$ cat config.mk
export PLATFORM = sky130hd
export DESIGN_NAME = rational_arithmetic_unit_flat
export DESIGN_NICKNAME = d
export VERILOG_FILES = /design/src/sv/rau_pkg.sv /design/src/sv/rau_if.sv /design/src/sv/rau_mul.sv /design/src/sv/rau_red.sv /design/src/sv/rational_arithmetic_unit.sv /design/src/flat_wrapper.sv
export SDC_FILE = /design/constraint.sdc
export NUM_CORES = 2
export LEC_CHECK = 0
export BUFFER_PORTS_ARGS = -buffer_cell sky130_fd_sc_hd__buf_2
export CORE_UTILIZATION = 58
export DETAILED_ROUTE_END_ITERATION = 6
export GPL_TIMING_DRIVEN = 0
export PLACE_DENSITY = 0.78
export SLEW_MARGIN = 20
export SYNTH_ARGS = -nofsm -noshare
export SYNTH_HDL_FRONTEND = slang
export SYNTH_HIERARCHICAL = 1
export SYNTH_SLANG_ARGS = --single-unit
$ cat constraint.sdc
create_clock -name clock -period 7.76 [get_ports clock]
set_clock_uncertainty 0.2 [all_clocks]
set_input_delay 0.388 -clock clock [delete_from_list [all_inputs] [get_ports clock]]
set_output_delay 0.388 -clock clock [all_outputs]
set_load 0.05 [all_outputs]
$ cat src/sv/rau_pkg.sv
// ----------------------------------------------------------------------------
// rau_pkg
// Field widths and operation codes shared by the rational arithmetic unit.
// ----------------------------------------------------------------------------
package rau_pkg;

   localparam int KIND_W = 4;
   localparam int NUM_W  = 33;
   localparam int DEN_W  = 31;

   // operation codes
   localparam logic [KIND_W-1:0] KIND_ADD = 4'd0;
   localparam logic [KIND_W-1:0] KIND_SUB = 4'd1;
   localparam logic [KIND_W-1:0] KIND_MUL = 4'd2;
   localparam logic [KIND_W-1:0] KIND_DIV = 4'd3;
   localparam logic [KIND_W-1:0] KIND_EQ  = 4'd4;
   localparam logic [KIND_W-1:0] KIND_NE  = 4'd5;
   localparam logic [KIND_W-1:0] KIND_LT  = 4'd6;
   localparam logic [KIND_W-1:0] KIND_GT  = 4'd7;
   localparam logic [KIND_W-1:0] KIND_LE  = 4'd8;
   localparam logic [KIND_W-1:0] KIND_GE  = 4'd9;

endpackage

$ cat src/sv/rau_if.sv
// ----------------------------------------------------------------------------
// rau_if
// Valid/ready channels of the rational arithmetic unit: operand word in,
// result word out.
// ----------------------------------------------------------------------------
interface rau_req_if #(parameter int W = 16);
   logic                          valid;
   logic                          ready;
   logic [rau_pkg::KIND_W-1:0]    kind;
   logic signed [W-1:0]           a_num;
   logic signed [W-1:0]           a_den;
   logic signed [W-1:0]           b_num;
   logic signed [W-1:0]           b_den;

   modport source (output valid, kind, a_num, a_den, b_num, b_den, input ready);
   modport sink   (input valid, kind, a_num, a_den, b_num, b_den, output ready);
endinterface

interface rau_rsp_if;
   logic                          valid;
   logic                          ready;
   logic signed [rau_pkg::NUM_W-1:0] res_num;
   logic [rau_pkg::DEN_W-1:0]     res_den;
   logic                          truth;
   logic                          error;

   modport source (output valid, res_num, res_den, truth, error, input ready);
   modport sink   (input valid, res_num, res_den, truth, error, output ready);
endinterface

$ cat src/sv/rau_mul.sv
// ----------------------------------------------------------------------------
// rau_mul
// Shared unsigned magnitude multiplier, product registered.
// ----------------------------------------------------------------------------
module rau_mul #(
   parameter int W = 16
) (
   input  logic           clock,
   input  logic [W-1:0]   op_a,
   input  logic [W-1:0]   op_b,
   output logic [2*W-1:0] prod
);

   logic [2*W-1:0] prod_ff;

   always_ff @(posedge clock) begin
      prod_ff <= (2*W)'(op_a) * (2*W)'(op_b);
   end

   assign prod = prod_ff;

endmodule

$ cat src/sv/rau_red.sv
// ----------------------------------------------------------------------------
// rau_red
// Reduces x/y to lowest terms on one subtractor: binary gcd, then two
// restoring divisions by the odd part of the gcd.
// ----------------------------------------------------------------------------
module rau_red #(
   parameter int PW = 32
) (
   input  logic          clock,
   input  logic          reset,
   input  logic          start,
   input  logic [PW-1:0] x_in,
   input  logic [PW-1:0] y_in,
   output logic          done,
   output logic [PW-1:0] qx,
   output logic [PW-1:0] qy
);

   localparam int CW = $clog2(PW);

   localparam logic [2:0] S_IDLE = 3'd0;
   localparam logic [2:0] S_GCD  = 3'd1;
   localparam logic [2:0] S_DIVX = 3'd2;
   localparam logic [2:0] S_DIVY = 3'd3;
   localparam logic [2:0] S_DONE = 3'd4;

   logic [2:0]    state_ff, state_in;
   logic [PW-1:0] x_ff, x_in_nx;
   logic [PW-1:0] y_ff, y_in_nx;
   logic [PW-1:0] qx_ff, qx_in;
   logic [PW-1:0] qy_ff, qy_in;
   logic [PW-1:0] rem_ff, rem_in;
   logic [CW-1:0] cnt_ff, cnt_in;

   logic [PW:0]   sa, sb;
   logic [PW+1:0] diff;
   logic          borrow;
   logic          last;

   // the one subtractor
   always_comb begin
      unique case (state_ff)
         S_DIVX: begin
            sa = {rem_ff, qx_ff[PW-1]};
            sb = {1'b0, x_ff};
         end
         S_DIVY: begin
            sa = {rem_ff, qy_ff[PW-1]};
            sb = {1'b0, x_ff};
         end
         default: begin
            sa = {1'b0, x_ff};
            sb = {1'b0, y_ff};
         end
      endcase
   end

   assign diff   = {1'b0, sa} - {1'b0, sb};
   assign borrow = diff[PW+1];
   assign last   = (cnt_ff == CW'(PW-1));

   always_comb begin
      state_in = state_ff;
      x_in_nx  = x_ff;
      y_in_nx  = y_ff;
      qx_in    = qx_ff;
      qy_in    = qy_ff;
      rem_in   = rem_ff;
      cnt_in   = cnt_ff;
      unique case (state_ff)
         S_IDLE: begin
            if (start) begin
               x_in_nx  = x_in;
               y_in_nx  = y_in;
               qx_in    = x_in;
               qy_in    = y_in;
               state_in = S_GCD;
            end
         end
         S_GCD: begin
            if (diff == '0) begin
               // x holds the odd part of the gcd
               rem_in   = '0;
               cnt_in   = '0;
               state_in = S_DIVX;
            end else if (!x_ff[0] && !y_ff[0]) begin
               // common factor two leaves the originals too
               x_in_nx = x_ff >> 1;
               y_in_nx = y_ff >> 1;
               qx_in   = qx_ff >> 1;
               qy_in   = qy_ff >> 1;
            end else if (!x_ff[0]) begin
               x_in_nx = x_ff >> 1;
            end else if (!y_ff[0]) begin
               y_in_nx = y_ff >> 1;
            end else if (borrow) begin
               x_in_nx = y_ff;
               y_in_nx = x_ff;
            end else begin
               x_in_nx = {1'b0, diff[PW-1:1]};
            end
         end
         S_DIVX: begin
            rem_in = borrow ? sa[PW-1:0] : diff[PW-1:0];
            qx_in  = {qx_ff[PW-2:0], ~borrow};
            cnt_in = cnt_ff + 1'b1;
            if (last) begin
               rem_in   = '0;
               cnt_in   = '0;
               state_in = S_DIVY;
            end
         end
         S_DIVY: begin
            rem_in = borrow ? sa[PW-1:0] : diff[PW-1:0];
            qy_in  = {qy_ff[PW-2:0], ~borrow};
            cnt_in = cnt_ff + 1'b1;
            if (last) begin
               state_in = S_DONE;
            end
         end
         S_DONE: begin
            state_in = S_IDLE;
         end
         default: begin
            state_in = S_IDLE;
         end
      endcase
   end

   always_ff @(posedge clock) begin
      if (reset) begin
         state_ff <= S_IDLE;
      end else begin
         state_ff <= state_in;
      end
   end

   always_ff @(posedge clock) begin
      x_ff   <= x_in_nx;
      y_ff   <= y_in_nx;
      qx_ff  <= qx_in;
      qy_ff  <= qy_in;
      rem_ff <= rem_in;
      cnt_ff <= cnt_in;
   end

   assign done = (state_ff == S_DONE);
   assign qx   = qx_ff;
   assign qy   = qy_ff;

endmodule

$ cat src/sv/rational_arithmetic_unit.sv
// ----------------------------------------------------------------------------
// rational_arithmetic_unit - fraction add/sub/mul/div and compare, gcd reduced
// Compares, errors and zero results pass MUL0..MUL3, SIGN, EVAL, DECIDE and
// FIN; reduced results add a binary gcd pass and two restoring divisions,
// all on the single subtractor in rau_red; one word in flight, ready only
// while idle.
// Reset (synchronous): sequencer idle, no result valid; datapath not reset.
// ----------------------------------------------------------------------------
module rational_arithmetic_unit #(
   parameter int OPERAND_WIDTH = 16
) (
   input  logic   clock,
   input  logic   reset,
   rau_req_if.sink   req,
   rau_rsp_if.source rsp
);

   localparam int W   = OPERAND_WIDTH;
   localparam int PW  = 2 * W;                 // product magnitude width
   localparam int SW  = PW + 2;                // signed sum width
   localparam int NW  = rau_pkg::NUM_W;
   localparam int DW  = rau_pkg::DEN_W;
   localparam int EW  = (PW > NW) ? PW : NW;   // numerator wrap width
   localparam int DEW = (PW > DW) ? PW : DW;   // denominator wrap width

   // sequencer states
   localparam logic [3:0] S_IDLE   = 4'd0;
   localparam logic [3:0] S_MUL0   = 4'd1;
   localparam logic [3:0] S_MUL1   = 4'd2;
   localparam logic [3:0] S_MUL2   = 4'd3;
   localparam logic [3:0] S_MUL3   = 4'd4;
   localparam logic [3:0] S_SIGN   = 4'd5;
   localparam logic [3:0] S_EVAL   = 4'd6;
   localparam logic [3:0] S_DECIDE = 4'd7;
   localparam logic [3:0] S_RED    = 4'd8;
   localparam logic [3:0] S_FIN    = 4'd9;

   function automatic logic [W-1:0] mag_of(input logic [W-1:0] v);
      mag_of = v[W-1] ? (~v + 1'b1) : v;
   endfunction

   // ---- state ------------------------------------------------------------
   logic [3:0]                 state_ff, state_in;
   logic [rau_pkg::KIND_W-1:0] kind_ff, kind_in;
   logic [W-1:0]               an_ff, an_in, ad_ff, ad_in;
   logic [W-1:0]               bn_ff, bn_in, bd_ff, bd_in;
   logic                       an_neg_ff, an_neg_in, bn_neg_ff, bn_neg_in;
   logic                       err_ff, err_in;
   logic [PW-1:0]              p0_ff, p0_in, p1_ff, p1_in, p2_ff, p2_in;
   logic signed [SW-1:0]       v0_ff, v0_in, v1_ff, v1_in, sum_ff, sum_in;
   logic                       lt_ff, lt_in, eq_ff, eq_in;
   logic                       neg_ff, neg_in;
   logic [NW-1:0]              fin_num_ff, fin_num_in;
   logic [DW-1:0]              fin_den_ff, fin_den_in;
   logic                       fin_truth_ff, fin_truth_in;
   logic                       fin_err_ff, fin_err_in;
   logic                       rsp_valid_ff, rsp_valid_in;
   logic [NW-1:0]              rsp_num_ff, rsp_num_in;
   logic [DW-1:0]              rsp_den_ff, rsp_den_in;
   logic                       rsp_truth_ff, rsp_truth_in;
   logic                       rsp_err_ff, rsp_err_in;

   // ---- datapath wires ---------------------------------------------------
   logic [W-1:0]         mul_a, mul_b;
   logic [PW-1:0]        mul_p;
   logic                 red_start, red_done;
   logic [PW-1:0]        red_x, red_qx, red_qy;
   logic                 muldiv, neg0, neg1;
   logic signed [SW-1:0] e0, e1, abs_sum;
   logic [EW-1:0]        qx_ext, qx_signed;
   logic [DEW-1:0]       qy_ext;
   logic                 cmp_truth;
   logic                 accept;

   assign accept    = req.valid && req.ready;
   assign req.ready = (state_ff == S_IDLE);

   // one multiplier serves all three products: numerator-side, cross, den
   always_comb begin
      unique case (state_ff)
         S_MUL0: begin
            mul_a = an_ff;
            mul_b = (kind_ff == rau_pkg::KIND_MUL) ? bn_ff : bd_ff;
         end
         S_MUL1: begin
            mul_a = bn_ff;
            mul_b = ad_ff;
         end
         S_MUL2: begin
            mul_a = ad_ff;
            mul_b = (kind_ff == rau_pkg::KIND_DIV) ? bn_ff : bd_ff;
         end
         default: begin
            mul_a = '0;
            mul_b = '0;
         end
      endcase
   end

   rau_mul #(.W(W)) u_mul (
      .clock (clock),
      .op_a  (mul_a),
      .op_b  (mul_b),
      .prod  (mul_p)
   );

   // signs: den signs already folded into numerator signs at accept;
   // mul/div carry the product sign on p0 and leave the cross term out
   assign muldiv = (kind_ff == rau_pkg::KIND_MUL) || (kind_ff == rau_pkg::KIND_DIV);
   assign neg0   = muldiv ? (an_neg_ff ^ bn_neg_ff) : an_neg_ff;
   assign neg1   = bn_neg_ff ^ (kind_ff == rau_pkg::KIND_SUB);
   assign e0     = signed'(SW'(p0_ff));
   assign e1     = signed'(SW'(p1_ff));

   assign abs_sum = sum_ff[SW-1] ? -sum_ff : sum_ff;
   assign red_x   = abs_sum[PW-1:0];

   // comparison decode on the cross products
   always_comb begin
      unique case (kind_ff)
         rau_pkg::KIND_EQ: cmp_truth = eq_ff;
         rau_pkg::KIND_NE: cmp_truth = !eq_ff;
         rau_pkg::KIND_LT: cmp_truth = lt_ff;
         rau_pkg::KIND_GT: cmp_truth = !lt_ff && !eq_ff;
         rau_pkg::KIND_LE: cmp_truth = lt_ff || eq_ff;
         rau_pkg::KIND_GE: cmp_truth = !lt_ff;
         default:          cmp_truth = 1'b0;
      endcase
   end

   rau_red #(.PW(PW)) u_red (
      .clock (clock),
      .reset (reset),
      .start (red_start),
      .x_in  (red_x),
      .y_in  (p2_ff),
      .done  (red_done),
      .qx    (red_qx),
      .qy    (red_qy)
   );

   // reduced result: sign back onto numerator, wrap to field widths
   assign qx_ext    = EW'(red_qx);
   assign qx_signed = neg_ff ? (~qx_ext + 1'b1) : qx_ext;
   assign qy_ext    = DEW'(red_qy);

   // ---- sequencer --------------------------------------------------------
   always_comb begin
      state_in     = state_ff;
      kind_in      = kind_ff;
      an_in        = an_ff;
      ad_in        = ad_ff;
      bn_in        = bn_ff;
      bd_in        = bd_ff;
      an_neg_in    = an_neg_ff;
      bn_neg_in    = bn_neg_ff;
      err_in       = err_ff;
      p0_in        = p0_ff;
      p1_in        = p1_ff;
      p2_in        = p2_ff;
      v0_in        = v0_ff;
      v1_in        = v1_ff;
      sum_in       = sum_ff;
      lt_in        = lt_ff;
      eq_in        = eq_ff;
      neg_in       = neg_ff;
      fin_num_in   = fin_num_ff;
      fin_den_in   = fin_den_ff;
      fin_truth_in = fin_truth_ff;
      fin_err_in   = fin_err_ff;
      red_start    = 1'b0;
      rsp_valid_in = rsp_valid_ff && !rsp.ready;
      rsp_num_in   = rsp_num_ff;
      rsp_den_in   = rsp_den_ff;
      rsp_truth_in = rsp_truth_ff;
      rsp_err_in   = rsp_err_ff;

      unique case (state_ff)
         S_IDLE: begin
            if (accept) begin
               kind_in   = req.kind;
               an_in     = mag_of(req.a_num);
               ad_in     = mag_of(req.a_den);
               bn_in     = mag_of(req.b_num);
               bd_in     = mag_of(req.b_den);
               an_neg_in = (mag_of(req.a_num) != '0) && (req.a_num[W-1] ^ req.a_den[W-1]);
               bn_neg_in = (mag_of(req.b_num) != '0) && (req.b_num[W-1] ^ req.b_den[W-1]);
               err_in    = (req.a_den == '0) || (req.b_den == '0);
               state_in  = S_MUL0;
            end
         end
         S_MUL0: state_in = S_MUL1;
         S_MUL1: begin
            p0_in    = mul_p;
            state_in = S_MUL2;
         end
         S_MUL2: begin
            p1_in    = mul_p;
            state_in = S_MUL3;
         end
         S_MUL3: begin
            p2_in    = mul_p;
            state_in = S_SIGN;
         end
         S_SIGN: begin
            v0_in    = neg0 ? -e0 : e0;
            v1_in    = muldiv ? '0 : (neg1 ? -e1 : e1);
            state_in = S_EVAL;
         end
         S_EVAL: begin
            sum_in   = v0_ff + v1_ff;
            lt_in    = v0_ff < v1_ff;
            eq_in    = v0_ff == v1_ff;
            state_in = S_DECIDE;
         end
         S_DECIDE: begin
            // default answer 0/1, no truth, no error
            fin_num_in   = '0;
            fin_den_in   = DW'(1);
            fin_truth_in = 1'b0;
            fin_err_in   = 1'b0;
            state_in     = S_FIN;
            if (err_ff) begin
               fin_err_in = 1'b1;
            end else if (kind_ff <= rau_pkg::KIND_DIV) begin
               if (kind_ff == rau_pkg::KIND_DIV && bn_ff == '0) begin
                  fin_err_in = 1'b1;           // division by a zero fraction
               end else if (sum_ff != '0) begin
                  neg_in    = sum_ff[SW-1];
                  red_start = 1'b1;
                  state_in  = S_RED;
               end
            end else begin
               fin_truth_in = cmp_truth;
            end
         end
         S_RED: begin
            if (red_done) begin
               fin_num_in = qx_signed[NW-1:0];
               fin_den_in = qy_ext[DW-1:0];
               state_in   = S_FIN;
            end
         end
         S_FIN: begin
            // output register free or being emptied this cycle
            if (!rsp_valid_ff || rsp.ready) begin
               rsp_valid_in = 1'b1;
               rsp_num_in   = fin_num_ff;
               rsp_den_in   = fin_den_ff;
               rsp_truth_in = fin_truth_ff;
               rsp_err_in   = fin_err_ff;
               state_in     = S_IDLE;
            end
         end
         default: state_in = S_IDLE;
      endcase
   end

   always_ff @(posedge clock) begin
      if (reset) begin
         state_ff     <= S_IDLE;
         rsp_valid_ff <= 1'b0;
      end else begin
         state_ff     <= state_in;
         rsp_valid_ff <= rsp_valid_in;
      end
   end

   always_ff @(posedge clock) begin
      kind_ff      <= kind_in;
      an_ff        <= an_in;
      ad_ff        <= ad_in;
      bn_ff        <= bn_in;
      bd_ff        <= bd_in;
      an_neg_ff    <= an_neg_in;
      bn_neg_ff    <= bn_neg_in;
      err_ff       <= err_in;
      p0_ff        <= p0_in;
      p1_ff        <= p1_in;
      p2_ff        <= p2_in;
      v0_ff        <= v0_in;
      v1_ff        <= v1_in;
      sum_ff       <= sum_in;
      lt_ff        <= lt_in;
      eq_ff        <= eq_in;
      neg_ff       <= neg_in;
      fin_num_ff   <= fin_num_in;
      fin_den_ff   <= fin_den_in;
      fin_truth_ff <= fin_truth_in;
      fin_err_ff   <= fin_err_in;
      rsp_num_ff   <= rsp_num_in;
      rsp_den_ff   <= rsp_den_in;
      rsp_truth_ff <= rsp_truth_in;
      rsp_err_ff   <= rsp_err_in;
   end

   assign rsp.valid   = rsp_valid_ff;
   assign rsp.res_num = signed'(rsp_num_ff);
   assign rsp.res_den = rsp_den_ff;
   assign rsp.truth   = rsp_truth_ff;
   assign rsp.error   = rsp_err_ff;

`ifndef SYNTHESIS
   // error words are always 0/1 with no truth
   a_err_zero: assert property (@(posedge clock) disable iff (reset)
      rsp.valid && rsp.error |-> rsp.res_num == '0 && rsp.res_den == DW'(1) && !rsp.truth)
      else $error("error word not 0/1");

   // a true comparison carries the 0/1 fraction
   a_truth_zero: assert property (@(posedge clock) disable iff (reset)
      rsp.valid && rsp.truth |-> rsp.res_num == '0 && rsp.res_den == DW'(1))
      else $error("comparison word carries a fraction");

   // accept starts the sequencer, so the next cycle is busy
   a_busy: assert property (@(posedge clock) disable iff (reset)
      accept |=> !req.ready && state_ff == S_MUL0)
      else $error("sequencer did not start on accept");

   // the reducer only finishes while the sequencer waits for it
   a_red_done: assert property (@(posedge clock) disable iff (reset)
      red_done |-> state_ff == S_RED)
      else $error("reducer done outside wait state");
`endif

endmodule

$ cat src/flat_wrapper.sv
// flat-port wrapper written by rule: the top's interface ports become plain ports
module rational_arithmetic_unit_flat 
#(
   parameter int OPERAND_WIDTH = 16
)
  (clock, reset, req_valid, req_kind, req_a_num, req_a_den, req_b_num, req_b_den, req_ready, rsp_valid, rsp_res_num, rsp_res_den, rsp_truth, rsp_error, rsp_ready);
  rau_req_if #(.W((16))) req_i ();
  rau_rsp_if rsp_i ();
  input  logic clock;
  input  logic reset;
  input wire logic [$bits(req_i.valid)-1:0] req_valid;
  input wire logic [$bits(req_i.kind)-1:0] req_kind;
  input wire logic [$bits(req_i.a_num)-1:0] req_a_num;
  input wire logic [$bits(req_i.a_den)-1:0] req_a_den;
  input wire logic [$bits(req_i.b_num)-1:0] req_b_num;
  input wire logic [$bits(req_i.b_den)-1:0] req_b_den;
  output wire logic [$bits(req_i.ready)-1:0] req_ready;
  output wire logic [$bits(rsp_i.valid)-1:0] rsp_valid;
  output wire logic [$bits(rsp_i.res_num)-1:0] rsp_res_num;
  output wire logic [$bits(rsp_i.res_den)-1:0] rsp_res_den;
  output wire logic [$bits(rsp_i.truth)-1:0] rsp_truth;
  output wire logic [$bits(rsp_i.error)-1:0] rsp_error;
  input wire logic [$bits(rsp_i.ready)-1:0] rsp_ready;
  assign req_i.valid = req_valid;
  assign req_i.kind = req_kind;
  assign req_i.a_num = req_a_num;
  assign req_i.a_den = req_a_den;
  assign req_i.b_num = req_b_num;
  assign req_i.b_den = req_b_den;
  assign req_ready = req_i.ready;
  assign rsp_valid = rsp_i.valid;
  assign rsp_res_num = rsp_i.res_num;
  assign rsp_res_den = rsp_i.res_den;
  assign rsp_truth = rsp_i.truth;
  assign rsp_error = rsp_i.error;
  assign rsp_i.ready = rsp_ready;
  rational_arithmetic_unit #(.OPERAND_WIDTH(OPERAND_WIDTH)) u_core (.clock(clock), .reset(reset), .req(req_i), .rsp(rsp_i));
endmodule
==> key figures <==
Floorplanning
  – Core area: 71730 µm²
  – Initial core utilization: between 50% and 60%
  – Die area: 73920 µm²
  – IO Pins: between 100 and 150
  – Row count: 98
  – Die H: approximately 270 µm
  – Die W: between 200 and 300 µm

Critical path
  – Critical R2R Capture: u_core/u_mul/prod[28]
  – Depth of the most critical reg-to-reg path: 25
  – R2r startpoint: u_core/kind_ff[3]
  – Number of cells on the critical path: 25
  – Top cell by count, worst path: fa_1
  – Setup CP Type: flip-flop to flip-flop
  – Critical Path Start Type: flip-flop
  – WP data required: 8.12 ns
  – WP data arrival: between 8 and 9 ns
  – Worst reg2reg setup slack: slightly above 0.09 ns
  – Slowest cell on crit path: fa_1
  – Sum of buffers and inverters on the critical path: 5
  – CP max FO: 10
  – Largest stage delay, worst path: around 0.55 ns
  – Worst setup EP type: flip-flop
  – Family with the most delay on the worst path: adder cells

Placement
  – Place WS: -1.848 ns
  – Final GP Congestion: approximately 1
  – PortBufs: between 100 and 150
  – Hpwl dp: 97.65 mm

Detailed routing
  – WL per Instance: ~23 µm
  – Antenna violation net count after detailed routing: 0
  – 1st-iter DRT viols: 4210
  – Drt pass-1 iters: 6
  – DRC violations left: 0
  – DR vias: between 30000 and 40000
  – Post-Route WL: ~130 mm
  – Vias per inst: 6.261

GRT
  – Vias in the first global route: ~34000
  – Largest net degree at the start of global routing: around 60
  – Initial antenna violation count: 1
  – GR Util met3: under 10%
  – GRT Util Overall: between 30% and 40%
  – Total global routing overflow: 0
  – GRT met1 Usage: 42.69%
  – First-pass GRT wire length: just under 200 mm
  – Gr busiest metal: met2
  – Met2 usage: around 56%

Synth
  – Synth Flop Type: edfxtp_1
  – Post-synth top cells: 576 x nand2_1, 569 x edfxtp_1, 341 x inv_1
  – FFs w/ async S/R, synth: 0%
  – Synth Cell Area: between 40000 and 50000 µm²
  – Netlist cell types: 100
  – #FFs+latches synth: between 600 and 700
  – Share of the synthesized area in the top cell type: 40.45%
  – Number of synthesized flops with an enable pin: around 570
  – Seq/Total Area, Yosys: a little over two fifths
  – Synth warn: 6
  – Synthesized Nets: 4677
  – Top-count cell post-synth: nand2_1
  – Top cells by area, synth: edfxtp_1 40%, fa_1 9.3%, ha_1 6.2%
  – Mapped Cells: approximately 4200
  – Mean Syn Cell Area: approximately 10 µm²
  – Leading area contributor after synthesis: edfxtp_1

Timing
  – Max Freq: roughly 130 MHz
  – Fin. max-slew vios: 0
  – Period utilization: roughly 100%
  – Final hold vios: 0
  – Number of setup violations in the final report: 0
  – Slew margin rel.: a little over a quarter
  – PnR worst setup slack: 0.09262 ns
  – Fin crit period: 7.667 ns
  – Total negative slack: 0 ns
  – Hold slack: between 0.01 and 0.015 ns
  – Worst-Margin Slew: about 1.1 ns

Clocking
  – TritonCTS Sinks: 609
  – Worst-Skew Late Latency: approximately 0.65 ns
  – H-Tree Depth: 2
  – Root buffer cell: clkbuf_16
  – TritonCTS buffer count: just over 60
  – Max Root-Sink Buffers: 3
  – CTS tree: built
  – Reg clk slew, reported paths: approximately 0.070 ns

Layout
  – Layout area overhead: 13.35%
  – Ant. Diodes: 0
  – Layout cells sized above 1: approximately 10%
  – Fill count: 5402
  – FF+latch area: ~18000 µm²
  – Nets: 4975
  – Multi-input logic area: roughly 23000 µm²

Power
  – Worst vdd ir: approximately 220 µV
  – Pwr per Cell Area: around 180 nW/µm²
  – Static leakage: between 15 and 20 nW

Hold path
  – Worst hold endpoint: u_core/bd_ff[3]
  – Worst hold stages: 3
  – Hold Path Class: input pin to flip-flop
  – Hold Crit Start: req_b_den[1]

Run status
  – Status: finished clean

Flow run
  – Max-Cap Viols: 0
[cell type report]
| class | count | area share (%) |
|---|---|---|
| clock inverter | 34 | 0.6663 |
| clock buffer | 80 | 3.614 |
| inverter | 341 | 2.673 |
| buffer | 192 | 1.863 |
| timing repair buffer | 248 | 3.948 |
| tap | 950 | 2.482 |
| multi-input combinational | 3046 | 47.40 |
| sequential | 609 | 37.36 |
[per-stage QoR]
step | cell area [µm²] | total power [W] | std cells | util, %
2_1_floorplan | 42250 | 0.005099 | 4201 | -
3_3_place_gp | 44120 | 0.005633 | 5287 | 61.50
3_5_place_dp | 44530 | 0.005676 | 5304 | 62.08
4_1_cts | 47610 | 0.008683 | 5490 | 66.37
5_1_grt | 47880 | 0.009084 | 5500 | 66.75
6_report | 47880 | 0.008754 | 5500 | 66.75
[how the worst max path moves through the flow]
| stage | startpoint | slack, ns | end |
|---|---|---|---|
| after detailed placement | u_core/kind_ff[2] | -1.85 | u_core/u_mul/prod[28] |
| after global placement | u_core/u_red/state_ff[2] | -3.40 | u_core/u_red/y_ff[2] |
| after floorplan | u_core/kind_ff[2] | 0.01 | u_core/u_mul/prod[27] |
| after global routing | u_core/kind_ff[3] | -0.11 | u_core/u_mul/prod[28] |
| after CTS | u_core/kind_ff[2] | -0.05 | u_core/u_mul/prod[28] |
| final | u_core/kind_ff[3] | 0.09 | u_core/u_mul/prod[28] |
[sequential cells by signal, summed over array words and instances (netlist names), 32 cells and up]
name                 count
u_core/sum_ff           34
u_core/v0_ff            34
u_core/v1_ff            34
u_core/fin_num_ff       33
u_core/rsp.res_num      33
u_core/p0_ff            32
u_core/p1_ff            32
u_core/p2_ff            32
u_core/u_mul/prod       32
u_core/u_red/qx         32
u_core/u_red/qy         32
u_core/u_red/rem_ff     32
u_core/u_red/x_ff       32
u_core/u_red/y_ff       32
[placed cells by master (no fill, tap or decap), types with 64 or more instances in the layout]
| master | instances |
|---|---|
| a21oi_1 | 229 |
| and2_1 | 141 |
| buf_2 | 144 |
| clkbuf_1 | 132 |
| clkbuf_16 | 64 |
| dlygate4sd3_1 | 70 |
| edfxtp_1 | 569 |
| fa_1 | 196 |
| ha_1 | 203 |
| inv_1 | 340 |
| mux2i_1 | 107 |
| nand2_1 | 573 |
| nor2_1 | 262 |
| o21ai_0 | 205 |
| xnor2_1 | 174 |
| xor2_1 | 82 |
[what timing repair did]
action                                  4_1_cts  5_1_grt
setup buffers                                10       15
hold endpoints to repair                     69        0
pin swaps                                     9        8
endpoints found under the setup margin      191      173
gates resized for setup                     103       82
hold buffers                                 70        0
[worst reg2reg max path, delay by kind of cell (launching register included)]
| kind | cells | cell delay (ns) |
|---|---|---|
| muxes | 1 | 0.31 |
| adders and majority gates | 7 | 3.64 |
| AOI/OAI and AO/OA | 5 | 0.91 |
| and+or+nand+nor | 6 | 1.07 |
| DFF | 1 | 0.50 |
| buffers and inverters | 5 | 0.68 |
| xor gates and xnor gates | 1 | 0.23 |
[report_power, final]
part	internal (W)	leakage (nW)	switching, W	total, W
registers	0.00379	5.58	0.000159	0.00395
logic	0.000674	12.7	0.00116	0.00183
clock network	0.00168	1.00	0.00129	0.00297
total	0.00615	19.2	0.00261	0.00875
[per-layer routing]
layer  vias up  wire length (µm)
li1      15377                 -
met1     16447             46340
met2      2100             59700
met3       509             12510
met4         0              9260
met5         -                 0
[kinds of logic after synthesis]
family | count (synthesis) | synth area share [%]
buffers and inverters | 546 | 4.899
flip-flops | 609 | 42.34
AO/OA/AOI/OAI | 830 | 12.57
AND/OR/NAND/NOR | 1424 | 16.24
XOR/XNOR | 256 | 5.308
multiplexers | 132 | 3.193
adder cells (fa/ha/maj) | 404 | 15.45
Power figures use the tool's default switching activity.
